--- src/hw/rtl/fflpool_pkg.sv ---
// Shared widths, codes and controller/datapath interface types for the frame pool.
`timescale 1ns / 1ps

package fflpool_pkg;

    localparam int IDX_W    = 5;
    localparam int SIZE_W   = 6;
    localparam int LINK_W   = 6;
    localparam int STATUS_W = 2;

    // Link value that marks the end of the free list (and an empty list).
    localparam logic [LINK_W-1:0] LINK_END = 6'd63;

    localparam logic KIND_GET     = 1'b0;
    localparam logic KIND_RELEASE = 1'b1;

    localparam logic [STATUS_W-1:0] STATUS_OK    = 2'd0;
    localparam logic [STATUS_W-1:0] STATUS_EMPTY = 2'd1;
    localparam logic [STATUS_W-1:0] STATUS_RANGE = 2'd2;

    typedef struct packed {
        logic load_cfg;
        logic sweep;
        logic capture;
        logic get_read;
        logic get_update;
        logic rel_clear;
        logic rel_link;
        logic finish_empty;
        logic finish_range;
    } dp_cmd_t;

    typedef struct packed {
        logic is_release;
        logic head_ok;
        logic in_range;
        logic sweep_last;
    } dp_sts_t;

endpackage

--- src/hw/rtl/fifo_free_list_frame_pool.sv ---
// Top level of the frame pool with a FIFO free list held as a linked array.
//
//  channel  | handshake                 | payload
//  ---------+---------------------------+----------------------------
//  request  | start in, busy out        | kind, frame_index
//  result   | done out, one-cycle pulse | granted, slot, status
//  config   | cfg_valid in, cfg_ready out | pool_size
//
// A failed request (empty pool, release out of range) ends in DECIDE; a granted get
// and an in-range release end in GET_UPD or REL_LINK. Each step makes one access to
// the single-port link memory, and a release writes two links (one into an empty
// list). A new request may start in the done cycle. A pool size write rebuilds the
// links in a sweep over every slot while busy is high. Reset empties the pool
// without a sweep; results cannot be stalled.
`timescale 1ns / 1ps

module fifo_free_list_frame_pool #(
    parameter int POOL_DEPTH = 32
) (
    input  logic                             clk,
    input  logic                             rst_n,
    input  logic                             start,
    output logic                             busy,
    input  logic                             kind,
    input  logic [fflpool_pkg::IDX_W-1:0]    frame_index,
    output logic                             done,
    output logic                             granted,
    output logic [fflpool_pkg::IDX_W-1:0]    slot,
    output logic [fflpool_pkg::STATUS_W-1:0] status,
    input  logic                             cfg_valid,
    output logic                             cfg_ready,
    input  logic [fflpool_pkg::SIZE_W-1:0]   pool_size
);

    fflpool_pkg::dp_cmd_t cmd;
    fflpool_pkg::dp_sts_t sts;

    fflpool_ctrl u_ctrl (
        .clk       (clk),
        .rst_n     (rst_n),
        .start     (start),
        .cfg_valid (cfg_valid),
        .sts       (sts),
        .cmd       (cmd),
        .busy      (busy),
        .cfg_ready (cfg_ready),
        .done      (done)
    );

    fflpool_datapath #(
        .POOL_DEPTH (POOL_DEPTH)
    ) u_datapath (
        .clk         (clk),
        .rst_n       (rst_n),
        .cmd         (cmd),
        .sts         (sts),
        .kind        (kind),
        .frame_index (frame_index),
        .pool_size   (pool_size),
        .granted     (granted),
        .slot        (slot),
        .status      (status)
    );

`ifndef NO_ASSERTIONS
    a_done_not_busy : assert property (@(posedge clk) disable iff (!rst_n)
        done |-> !busy)
        else $error("result strobe while the block is busy");

    a_start_sets_busy : assert property (@(posedge clk) disable iff (!rst_n)
        (start && !busy) |=> (busy || done))
        else $error("accepted request neither busy nor finished");

    a_cfg_sets_busy : assert property (@(posedge clk) disable iff (!rst_n)
        (cfg_valid && cfg_ready) |=> (busy && !done))
        else $error("pool size write did not start the rebuild");

    a_granted_ok : assert property (@(posedge clk) disable iff (!rst_n)
        (done && granted) |-> (status == fflpool_pkg::STATUS_OK))
        else $error("granted slot with a failure status");
`endif

endmodule

--- src/hw/rtl/fflpool_datapath.sv ---
// Datapath of the frame pool: link memory, head and tail pointers, result registers.
`timescale 1ns / 1ps

module fflpool_datapath #(
    parameter int POOL_DEPTH = 32
) (
    input  logic                             clk,
    input  logic                             rst_n,
    input  fflpool_pkg::dp_cmd_t             cmd,
    output fflpool_pkg::dp_sts_t             sts,
    input  logic                             kind,
    input  logic [fflpool_pkg::IDX_W-1:0]    frame_index,
    input  logic [fflpool_pkg::SIZE_W-1:0]   pool_size,
    output logic                             granted,
    output logic [fflpool_pkg::IDX_W-1:0]    slot,
    output logic [fflpool_pkg::STATUS_W-1:0] status
);

    localparam int ADDR_W = (POOL_DEPTH > 1) ? $clog2(POOL_DEPTH) : 1;
    localparam logic [fflpool_pkg::SIZE_W-1:0] DEPTH_SIZE = fflpool_pkg::SIZE_W'(POOL_DEPTH);
    localparam logic [fflpool_pkg::LINK_W-1:0] DEPTH_LINK = fflpool_pkg::LINK_W'(POOL_DEPTH);
    localparam logic [ADDR_W-1:0] LAST_ADDR = ADDR_W'(POOL_DEPTH - 1);

    logic [fflpool_pkg::LINK_W-1:0]   link_mem [POOL_DEPTH];

    logic [fflpool_pkg::SIZE_W-1:0]   size_reg;
    logic [fflpool_pkg::LINK_W-1:0]   head_reg;
    logic [fflpool_pkg::LINK_W-1:0]   tail_reg;
    logic [ADDR_W-1:0]                cnt_reg;
    logic                             kind_reg;
    logic [fflpool_pkg::IDX_W-1:0]    idx_reg;
    logic [fflpool_pkg::LINK_W-1:0]   rdata_reg;
    logic                             granted_reg;
    logic [fflpool_pkg::IDX_W-1:0]    slot_reg;
    logic [fflpool_pkg::STATUS_W-1:0] status_reg;

    logic [fflpool_pkg::SIZE_W-1:0]   size_sat;
    logic [fflpool_pkg::LINK_W-1:0]   idx_link;
    logic [fflpool_pkg::LINK_W-1:0]   cnt_inc;
    logic [fflpool_pkg::LINK_W-1:0]   sweep_val;
    logic                             tail_ok;
    logic                             wr_en;
    logic [ADDR_W-1:0]                wr_addr;
    logic [fflpool_pkg::LINK_W-1:0]   wr_data;

    always_comb
    begin
        size_sat  = (pool_size > DEPTH_SIZE) ? DEPTH_SIZE : pool_size;
        idx_link  = fflpool_pkg::LINK_W'(idx_reg);
        cnt_inc   = fflpool_pkg::LINK_W'(cnt_reg) + 1'b1;
        // The rebuilt chain links each slot to the next; the last slot ends the list.
        sweep_val = (cnt_inc < size_reg) ? cnt_inc : fflpool_pkg::LINK_END;
        tail_ok   = (tail_reg < DEPTH_LINK);

        sts.is_release = (kind_reg == fflpool_pkg::KIND_RELEASE);
        sts.head_ok    = (head_reg < DEPTH_LINK);
        sts.in_range   = (fflpool_pkg::SIZE_W'(idx_reg) < size_reg);
        sts.sweep_last = (cnt_reg == LAST_ADDR);
    end

    always_comb
    begin
        wr_en   = 1'b0;
        wr_addr = '0;
        wr_data = '0;
        priority if (cmd.sweep)
        begin
            wr_en   = 1'b1;
            wr_addr = cnt_reg;
            wr_data = sweep_val;
        end
        else if (cmd.rel_clear)
        begin
            wr_en   = 1'b1;
            wr_addr = idx_link[ADDR_W-1:0];
            wr_data = fflpool_pkg::LINK_END;
        end
        else if (cmd.rel_link && tail_ok)
        begin
            wr_en   = 1'b1;
            wr_addr = tail_reg[ADDR_W-1:0];
            wr_data = idx_link;
        end
        else
        begin
            wr_en   = 1'b0;
        end
    end

    always_ff @(posedge clk)
    begin
        if (wr_en)
        begin
            link_mem[wr_addr] <= wr_data;
        end
        if (cmd.get_read)
        begin
            rdata_reg <= link_mem[head_reg[ADDR_W-1:0]];
        end
    end

    always_ff @(posedge clk or negedge rst_n)
    begin
        if (!rst_n)
        begin
            size_reg <= '0;
            head_reg <= fflpool_pkg::LINK_END;
            tail_reg <= fflpool_pkg::LINK_END;
            cnt_reg  <= '0;
        end
        else
        begin
            if (cmd.load_cfg)
            begin
                size_reg <= size_sat;
                cnt_reg  <= '0;
                if (size_sat == '0)
                begin
                    head_reg <= fflpool_pkg::LINK_END;
                    tail_reg <= fflpool_pkg::LINK_END;
                end
                else
                begin
                    head_reg <= '0;
                    tail_reg <= size_sat - 1'b1;
                end
            end
            if (cmd.sweep && !sts.sweep_last)
            begin
                cnt_reg <= cnt_reg + 1'b1;
            end
            if (cmd.get_update)
            begin
                head_reg <= rdata_reg;
                if (rdata_reg == fflpool_pkg::LINK_END)
                begin
                    tail_reg <= fflpool_pkg::LINK_END;
                end
            end
            if (cmd.rel_link)
            begin
                // An empty list takes the released slot as its only entry.
                if (!tail_ok)
                begin
                    head_reg <= idx_link;
                end
                tail_reg <= idx_link;
            end
        end
    end

    always_ff @(posedge clk)
    begin
        if (cmd.capture)
        begin
            kind_reg <= kind;
            idx_reg  <= frame_index;
        end
        if (cmd.finish_empty)
        begin
            granted_reg <= 1'b0;
            slot_reg    <= '0;
            status_reg  <= fflpool_pkg::STATUS_EMPTY;
        end
        if (cmd.finish_range)
        begin
            granted_reg <= 1'b0;
            slot_reg    <= '0;
            status_reg  <= fflpool_pkg::STATUS_RANGE;
        end
        if (cmd.get_update)
        begin
            granted_reg <= 1'b1;
            slot_reg    <= head_reg[fflpool_pkg::IDX_W-1:0];
            status_reg  <= fflpool_pkg::STATUS_OK;
        end
        if (cmd.rel_link)
        begin
            granted_reg <= 1'b0;
            slot_reg    <= '0;
            status_reg  <= fflpool_pkg::STATUS_OK;
        end
    end

    assign granted = granted_reg;
    assign slot    = slot_reg;
    assign status  = status_reg;

endmodule

--- src/hw/rtl/fflpool_ctrl.sv ---
// Controller state machine of the frame pool: sequences requests and list rebuilds.
`timescale 1ns / 1ps

module fflpool_ctrl (
    input  logic                 clk,
    input  logic                 rst_n,
    input  logic                 start,
    input  logic                 cfg_valid,
    input  fflpool_pkg::dp_sts_t sts,
    output fflpool_pkg::dp_cmd_t cmd,
    output logic                 busy,
    output logic                 cfg_ready,
    output logic                 done
);

    typedef enum logic [2:0] {
        IDLE,
        SWEEP,
        DECIDE,
        GET_UPD,
        REL_LINK
    } state_t;

    state_t state_reg;
    state_t state_next;
    logic   busy_reg;
    logic   done_reg;
    logic   done_next;

    always_comb
    begin
        state_next = state_reg;
        cmd        = '0;
        done_next  = 1'b0;
        unique case (state_reg)
            IDLE:
            begin
                // A request wins over a configuration write in the same cycle.
                if (start)
                begin
                    cmd.capture = 1'b1;
                    state_next  = DECIDE;
                end
                else if (cfg_valid)
                begin
                    cmd.load_cfg = 1'b1;
                    state_next   = SWEEP;
                end
            end
            SWEEP:
            begin
                cmd.sweep = 1'b1;
                if (sts.sweep_last)
                begin
                    state_next = IDLE;
                end
            end
            DECIDE:
            begin
                if (!sts.is_release)
                begin
                    if (sts.head_ok)
                    begin
                        cmd.get_read = 1'b1;
                        state_next   = GET_UPD;
                    end
                    else
                    begin
                        cmd.finish_empty = 1'b1;
                        done_next        = 1'b1;
                        state_next       = IDLE;
                    end
                end
                else if (sts.in_range)
                begin
                    cmd.rel_clear = 1'b1;
                    state_next    = REL_LINK;
                end
                else
                begin
                    cmd.finish_range = 1'b1;
                    done_next        = 1'b1;
                    state_next       = IDLE;
                end
            end
            GET_UPD:
            begin
                cmd.get_update = 1'b1;
                done_next      = 1'b1;
                state_next     = IDLE;
            end
            REL_LINK:
            begin
                cmd.rel_link = 1'b1;
                done_next    = 1'b1;
                state_next   = IDLE;
            end
            default:
            begin
                state_next = IDLE;
            end
        endcase
    end

    always_ff @(posedge clk or negedge rst_n)
    begin
        if (!rst_n)
        begin
            state_reg <= IDLE;
            busy_reg  <= 1'b0;
            done_reg  <= 1'b0;
        end
        else
        begin
            state_reg <= state_next;
            busy_reg  <= (state_next != IDLE);
            done_reg  <= done_next;
        end
    end

    assign busy      = busy_reg;
    assign done      = done_reg;
    assign cfg_ready = (state_reg == IDLE) && !start;

endmodule
--- config.mk ---
export PLATFORM = sky130hd
export DESIGN_NAME = fifo_free_list_frame_pool
export DESIGN_NICKNAME = d
export VERILOG_FILES = /design/src/hw/rtl/fflpool_pkg.sv /design/src/hw/rtl/fifo_free_list_frame_pool.sv /design/src/hw/rtl/fflpool_datapath.sv /design/src/hw/rtl/fflpool_ctrl.sv
export SDC_FILE = /design/constraint.sdc
export NUM_CORES = 1
export LEC_CHECK = 0
export BUFFER_PORTS_ARGS = -buffer_cell sky130_fd_sc_hd__clkbuf_2
export CAP_MARGIN = 20
export CORE_MARGIN = 2
export CORE_UTILIZATION = 55
export DETAILED_ROUTE_END_ITERATION = 10
export PLACE_DENSITY = 0.74
export SETUP_SLACK_MARGIN = 0.15
export SYNTH_ARGS = -nofsm -noshare
export SYNTH_HDL_FRONTEND = slang
export SYNTH_SLANG_ARGS = --single-unit
export TNS_END_PERCENT = 50
--- constraint.sdc ---
create_clock -name clk -period 3.2 [get_ports clk]
set_clock_uncertainty 0.05 [all_clocks]
set_input_delay 0.16 -clock clk [delete_from_list [all_inputs] [get_ports clk]]
set_output_delay 0.16 -clock clk [all_outputs]
set_load 0.005 [all_outputs]
Word-level counts from Yosys, hierarchy flattened
Memories as Yosys holds them, arrays and structs flattened. A register that Yosys moved wholly into a read port is not among the register bits.
Index checks and enable logic that the tools add are counted.
{"block": "totals", "latch_bits": 0, "memories": 1, "register_bits": 42, "ramBits": 192, "romBits": 0, "word_cells": 103, "inputBits": 16}
{"block": "op_classes", "n_mul": 0, "n_reduce_logical": 14, "order_cmp": 5, "div": 0, "add_sub_neg": 3, "n_bitwise": 0, "n_eq_ne": 6, "n_mux": 61, "n_shift": 0}
{"memory": "u_datapath.link_mem", "words": 32, "width": 6, "rd": 1, "rd_clocked_by_memory_dff": 1, "write_ports": 1, "line_no": "fflpool_datapath.sv:24", "rtl": "logic [fflpool_pkg::LINK_W-1:0] link_mem [POOL_DEPTH];"}
{"cell": "$mux W6", "count": 14}
{"cell": "$mux W5", "count": 9}
{"cell": "$mux W1", "count": 27}
{"cell": "$mux W3", "count": 5}
{"cell": "$lt A6 B6 Y1 const B", "count": 2}
{"cell": "$pmux W3 S3", "count": 1}
{"cell": "$mux W2", "count": 4}
{"cell": "$add A5 B1 Y6 const B", "count": 1}
{"cell": "$eq A3 B2 Y1 const B", "count": 2}
{"cell": "$eq A6 B6 Y1 const B", "count": 1}
{"cell": "$gt A6 B6 Y1 const B", "count": 1}
{"cell": "$logic_not A6 Y1", "count": 1}
{"cell": "$lt A5 B6 Y1", "count": 1}
{"cell": "$lt A6 B6 Y1", "count": 1}
{"cell": "$reduce_bool A3 Y1", "count": 2}
{"cell": "$sub A6 B1 Y6 const B", "count": 1}
{"cell": "$add A5 B1 Y5 const B", "count": 1}
{"cell": "$eq A5 B5 Y1 const B", "count": 1}
{"cell": "$reduce_bool A2 Y1", "count": 2}
{"cell": "$reduce_or A2 Y1", "count": 2}
{"cell": "$eq A3 B1 Y1 const B", "count": 1}
{"cell": "$eq A3 B3 Y1 const B", "count": 1}
{"cell": "$logic_and A1 B1 Y1", "count": 3}
{"cell": "$logic_not A3 Y1", "count": 1}
{"cell": "other kinds (3)", "count": 4}

Longest topological paths before layout
{"block": "logic_depth", "ltp_word": 8, "depth_mapped": 9, "depth_no_buf": 9}

Cells and area by module
Synthesis repeated with hierarchy kept, for this count alone.
{"block": "unflattened", "cells_unflattened": 708, "hier_area_um2": 10216.0}
{"module": "fflpool_datapath", "area_per_inst_um2": 9917.0, "n_inst": 1, "seq_area_each_um2": 6876.6, "cells_per_inst": 676}
{"module": "fflpool_ctrl", "area_per_inst_um2": 299.0, "n_inst": 1, "seq_area_each_um2": 125.1, "cells_per_inst": 32}

Least setup slack after synthesis
Ideal clock, no wire load.
{"block": "synth_timing", "path_type": "register -> register", "startpoint": "register u_datapath.cnt_reg[0]", "endpoint": "memory u_datapath.link_mem[0][1] in the netlist's numbering, data pin", "path_buffers": 0, "slack_ps": -85, "setup_ps": 388, "arrival_ps": 2847, "path_stages_with_launch": 10, "path_cell_list": "dfrtp_1 -> ha_1 -> and3_1 -> ha_1 -> ha_1 -> nand3_1 -> a21oi_1 -> a211oi_1 -> nand2_1 -> a2bb2oi_1"}
{"block": "synth_via", "elab_chain_cells": 4}
{"element": "from (decl)", "line_no": "fflpool_datapath.sv:29", "rtl": "logic [ADDR_W-1:0] cnt_reg;"}
{"element": "from (signal assigned)", "line_no": "fflpool_datapath.sv:130", "rtl": "cnt_reg <= cnt_reg + 1'b1;"}
{"element": "$add A5 B1 Y6 *", "line_no": "fflpool_datapath.sv:50", "rtl": "cnt_inc = fflpool_pkg::LINK_W'(cnt_reg) + 1'b1;"}
{"element": "$lt A6 B6 Y1", "line_no": "fflpool_datapath.sv:52", "rtl": "sweep_val = (cnt_inc < size_reg) ? cnt_inc : fflpool_pkg::LINK_END;"}
{"element": "$mux W6 *", "line_no": "fflpool_datapath.sv:52"}
{"element": "$mux W6 *", "line_no": "fflpool_datapath.sv:66", "rtl": "priority if (cmd.sweep)"}
{"element": "net u_datapath.wr_data (one bit)", "line_no": "fflpool_datapath.sv:44", "rtl": "logic [fflpool_pkg::LINK_W-1:0] wr_data;"}
{"element": "to (decl)", "line_no": "fflpool_datapath.sv:24"}
The timed path passes the listed nets; every way through them passes the cells marked *.

Worst setup path after layout
{"block": "layout_timing", "startpoint": "register u_datapath.cnt_reg[1]", "endpoint": "memory u_datapath.link_mem[9][1] in the netlist's numbering, data pin"}
The elaborated chain is that of the path after synthesis.

==> flow_summary.json <==
{
  "timing.rr.start": "u_datapath.cnt_reg[1]$_DFFE_PN0P_",
  "final_hold_viol_count": 0,
  "status": "completed",
  "ys_ff_latch": 240,
  "drive_gt1_share_pct": 28.9,
  "critPathMaxFanout": 32,
  "grt_pass1_wl_um": 33300,
  "grt_max_degree": 49,
  "worstPathRequired_ns": 3.38,
  "min_path_cells": 4,
  "synth_edf_count": 204,
  "maxSlewViolCount": 0,
  "ios": 27,
  "hold_start": "pool_size[0]",
  "ys_seq_area_share_pct": 70.1,
  "power_leakage_nw": 4.05,
  "grt_pass1_vias": 5741,
  "p_per_area_nw_per_um2": 989,
  "place.gp.congestion": 0.912,
  "die_h_um": 139,
  "gr-total-overflow": 0,
  "syn_nets": 610,
  "hold_end": "u_datapath.tail_reg[5]$_DFF_PN1_",
  "r2r_cells": 9,
  "seq_area_sq_um": 7010,
  "end_kind": "flip-flop",
  "r2r-end": "u_datapath.link_mem[9][1]$_DFFE_PP_",
  "rsz0062_at_grt": "false",
  "maxCapViolCount": 0,
  "fin_crit_sh_pct": 90.9,
  "port_buffers": 26,
  "drt-pass1-iter-count": 5,
  "top_register": "u_datapath.link_mem",
  "reg2reg_setup_slack_ns": 0.29,
  "drtIter0Drc": 453,
  "setup_ws_ns": 0.292,
  "fin_crit_ns": 2.91,
  "whs_ns": 0.0126,
  "cts-root-buf": "clkbuf_16",
  "synth-main-ff-cell": "edfxtp_1",
  "cts_tree": "yes",
  "viasPerCell": 6.17,
  "startpoint_type": "flip-flop",
  "antenna_found_initial": 0,
  "avgSynthCellArea_sq_um": 17.2,
  "ant_nets": 0,
  "cts.path.max_buffers": 3,
  "core.rowCount": 49,
  "async_flop_share_pct": 11.7,
  "worstSkewPairLatency_ns": 0.52,
  "wl_per_cell_um": 23.3,
  "nets": 699,
  "hold_path_class": "input port to flip-flop",
  "die_w_um": 139,
  "area_growth_pct": 16.2,
  "worst_slew_pin_slew_ns": 0.753,
  "dieArea_sq_um": 19300,
  "post_cts_buffers": 0,
  "vias": 5648,
  "initial_core_util_pct": 55.8,
  "fill_cells": 1217,
  "dpl_worst_slack_ns": 0.206,
  "syn_inst": 581,
  "multi_input_area_sq_um": 2870,
  "grt.total_usage_pct": 22.4,
  "wirelength_um": 21300,
  "cts_max_level": 1,
  "max_freq_ghz": 0.344,
  "core-area_sq_um": 17900,
  "hpwl_um": 14200,
  "cts.sinks": 240,
  "arrival_ns": 3.09,
  "drcViolationCount": 0,
  "vdd_ir_drop_max_mv": 0.667,
  "n_antenna_cell": 0,
  "cts_buffers": 24,
  "syn_area_sq_um": 9990,
  "yosysWarnings": 0,
  "synth.distinct_cells": 49,
  "largest_reg_flops": 192,
  "setup_viol": 0,
  "path_clk_slew_ns": 0.06,
  "crit_type": "flip-flop to flip-flop",
  "maxSlewHeadroom_pct": 49.1
}
## power breakdown
group	total [mW]	switching, mW	internal (mW)
registers	4.96	0.417	4.54
logic	3.87	2.17	1.71
clock network	2.64	1.11	1.53
total	11.5	3.69	7.78
## metrics by stage
step	power (mW)	area, sq um	std cells	setup TNS [ns]	utilization (%)
6_report	11.5	11600	915	0	64.8
5_1_grt	12.0	11600	915	0	64.8
4_1_cts	11.5	11600	915	0	64.7
3_5_place_dp	8.84	10700	862	0	59.9
3_3_place_gp	8.65	10700	862	0	59.9
2_1_floorplan	7.41	9990	581	-10.86	-
## final cells by class
cell class	count	share of cell area [%]
Sequential cell	240	60.4
Multi-Input combinational cell	309	24.8
Timing Repair Buffer	89	5.82
Tap cell	229	2.47
Clock inverter	14	1.10
Clock buffer	28	5.30
Inverter	6	0.194
## repair_timing
item / 4_1_cts / 5_1_grt
resized for setup: 0 / 5
setup endpoints to repair: 0 / 152
endpoints found under the hold margin: 27 / 0
hold buffers: 11 / 0
## worst max-delay path by stage
stage / startpoint / slack, ns / to
floorplan: u_datapath.cnt_reg[0]$_DFFE_PN0P_ / -0.08 / u_datapath.link_mem[0][1]$_DFFE_PP_
global placement: u_datapath.cnt_reg[1]$_DFFE_PN0P_ / 0.30 / u_datapath.link_mem[20][4]$_DFFE_PP_
detailed placement: u_datapath.cnt_reg[1]$_DFFE_PN0P_ / 0.21 / u_datapath.link_mem[26][2]$_DFFE_PP_
CTS: u_datapath.cnt_reg[1]$_DFFE_PN0P_ / 0.19 / u_datapath.link_mem[19][2]$_DFFE_PP_
finish: u_datapath.cnt_reg[1]$_DFFE_PN0P_ / 0.29 / u_datapath.link_mem[9][1]$_DFFE_PP_
global route: u_datapath.cnt_reg[1]$_DFFE_PN0P_ / 0.15 / u_datapath.link_mem[23][3]$_DFFE_PP_
## cell usage in the layout (no fill, tap or decap), drive strengths merged, types with 4 or more instances in the layout
cell / synthesis / final
edfxtp: 204 / 204
mux4: 60 / 60
nor2: 57 / 57
clkbuf: 10 / 54
buf: 16 / 52
nand2: 42 / 42
a21oi: 20 / 20
dfrtp: 16 / 16
o21ai: 13 / 13
ha: 13 / 13
nand3: 12 / 12
dfstp: 12 / 12
clkinv: 0 / 12
dlygate4sd3: 0 / 11
dfxtp: 8 / 8
nand2b: 6 / 6
inv: 6 / 6
nor2b: 6 / 6
nand4: 6 / 6
a21o: 6 / 6
mux2: 6 / 6
a32oi: 6 / 6
nor3: 5 / 5
o22a: 5 / 5
o31ai: 5 / 5
a2bb2oi: 4 / 4
## logic make-up (layout without fill, tap and decap cells)
logic type / Yosys count / count (layout) / share of synthesized area [%]
muxes: 66 / 66 / 14.2
adders and majority gates: 13 / 13 / 1.63
xor gates and xnor gates: 4 / 4 / 0.351
buffers and inverters: 32 / 137 / 1.65
and+or+nand+nor: 150 / 150 / 6.88
DFF: 240 / 240 / 70.1
AOI/OAI and AO/OA: 76 / 76 / 5.19
## critical path: stages, from the launching register on
cell and delay (ns):
dfrtp_1 0.43, ha_1 0.25, and3_1 0.20, ha_1 0.34
ha_1 0.33, a21o_1 0.18, a211oi_2 0.27, nand2_2 0.14
a2bb2oi_2 0.17, buf_4 0.26
## Yosys cell counts (all sizes together) (2+ instances only)
library cell / instances / area share [%]
nor4: 2 / 0.19
xnor2: 3 / 0.26
mux2: 6 / 0.68
dfstp: 12 / 3.2
and2: 2 / 0.13
nor3: 5 / 0.25
o21ai: 13 / 0.65
inv: 6 / 0.23
nor4b: 2 / 0.18
ha: 13 / 1.6
a32o: 3 / 0.30
dfxtp: 8 / 1.6
a32oi: 6 / 0.53
o22a: 5 / 0.44
nand4: 6 / 0.38
and3: 3 / 0.19
nand3: 12 / 0.60
dfrtp: 16 / 4.0
nand2: 42 / 1.6
buf: 16 / 1.1
a21oi: 20 / 1.0
a31oi: 3 / 0.19
nor2b: 6 / 0.38
nand2b: 6 / 0.38
clkbuf: 10 / 0.38
o211ai: 2 / 0.15
a211oi: 3 / 0.23
or3: 2 / 0.13
a2bb2oi: 4 / 0.35
mux4: 60 / 14
edfxtp: 204 / 61
a21o: 6 / 0.45
nor2: 57 / 2.1
o31ai: 5 / 0.38
## layer usage
| metal | GRT usage, % | vias to the layer above | share of wire, % |
|---|---|---|---|
| li1 | - | 2500 | - |
| met1 | 31.6 | 2927 | 42 |
| met2 | 37.6 | 185 | 51 |
| met3 | 3.18 | 36 | 5.2 |
| met4 | 6.06 | 0 | 2.1 |
| met5 | 0 | - | 0 |
Power figures use the tool's default switching activity.
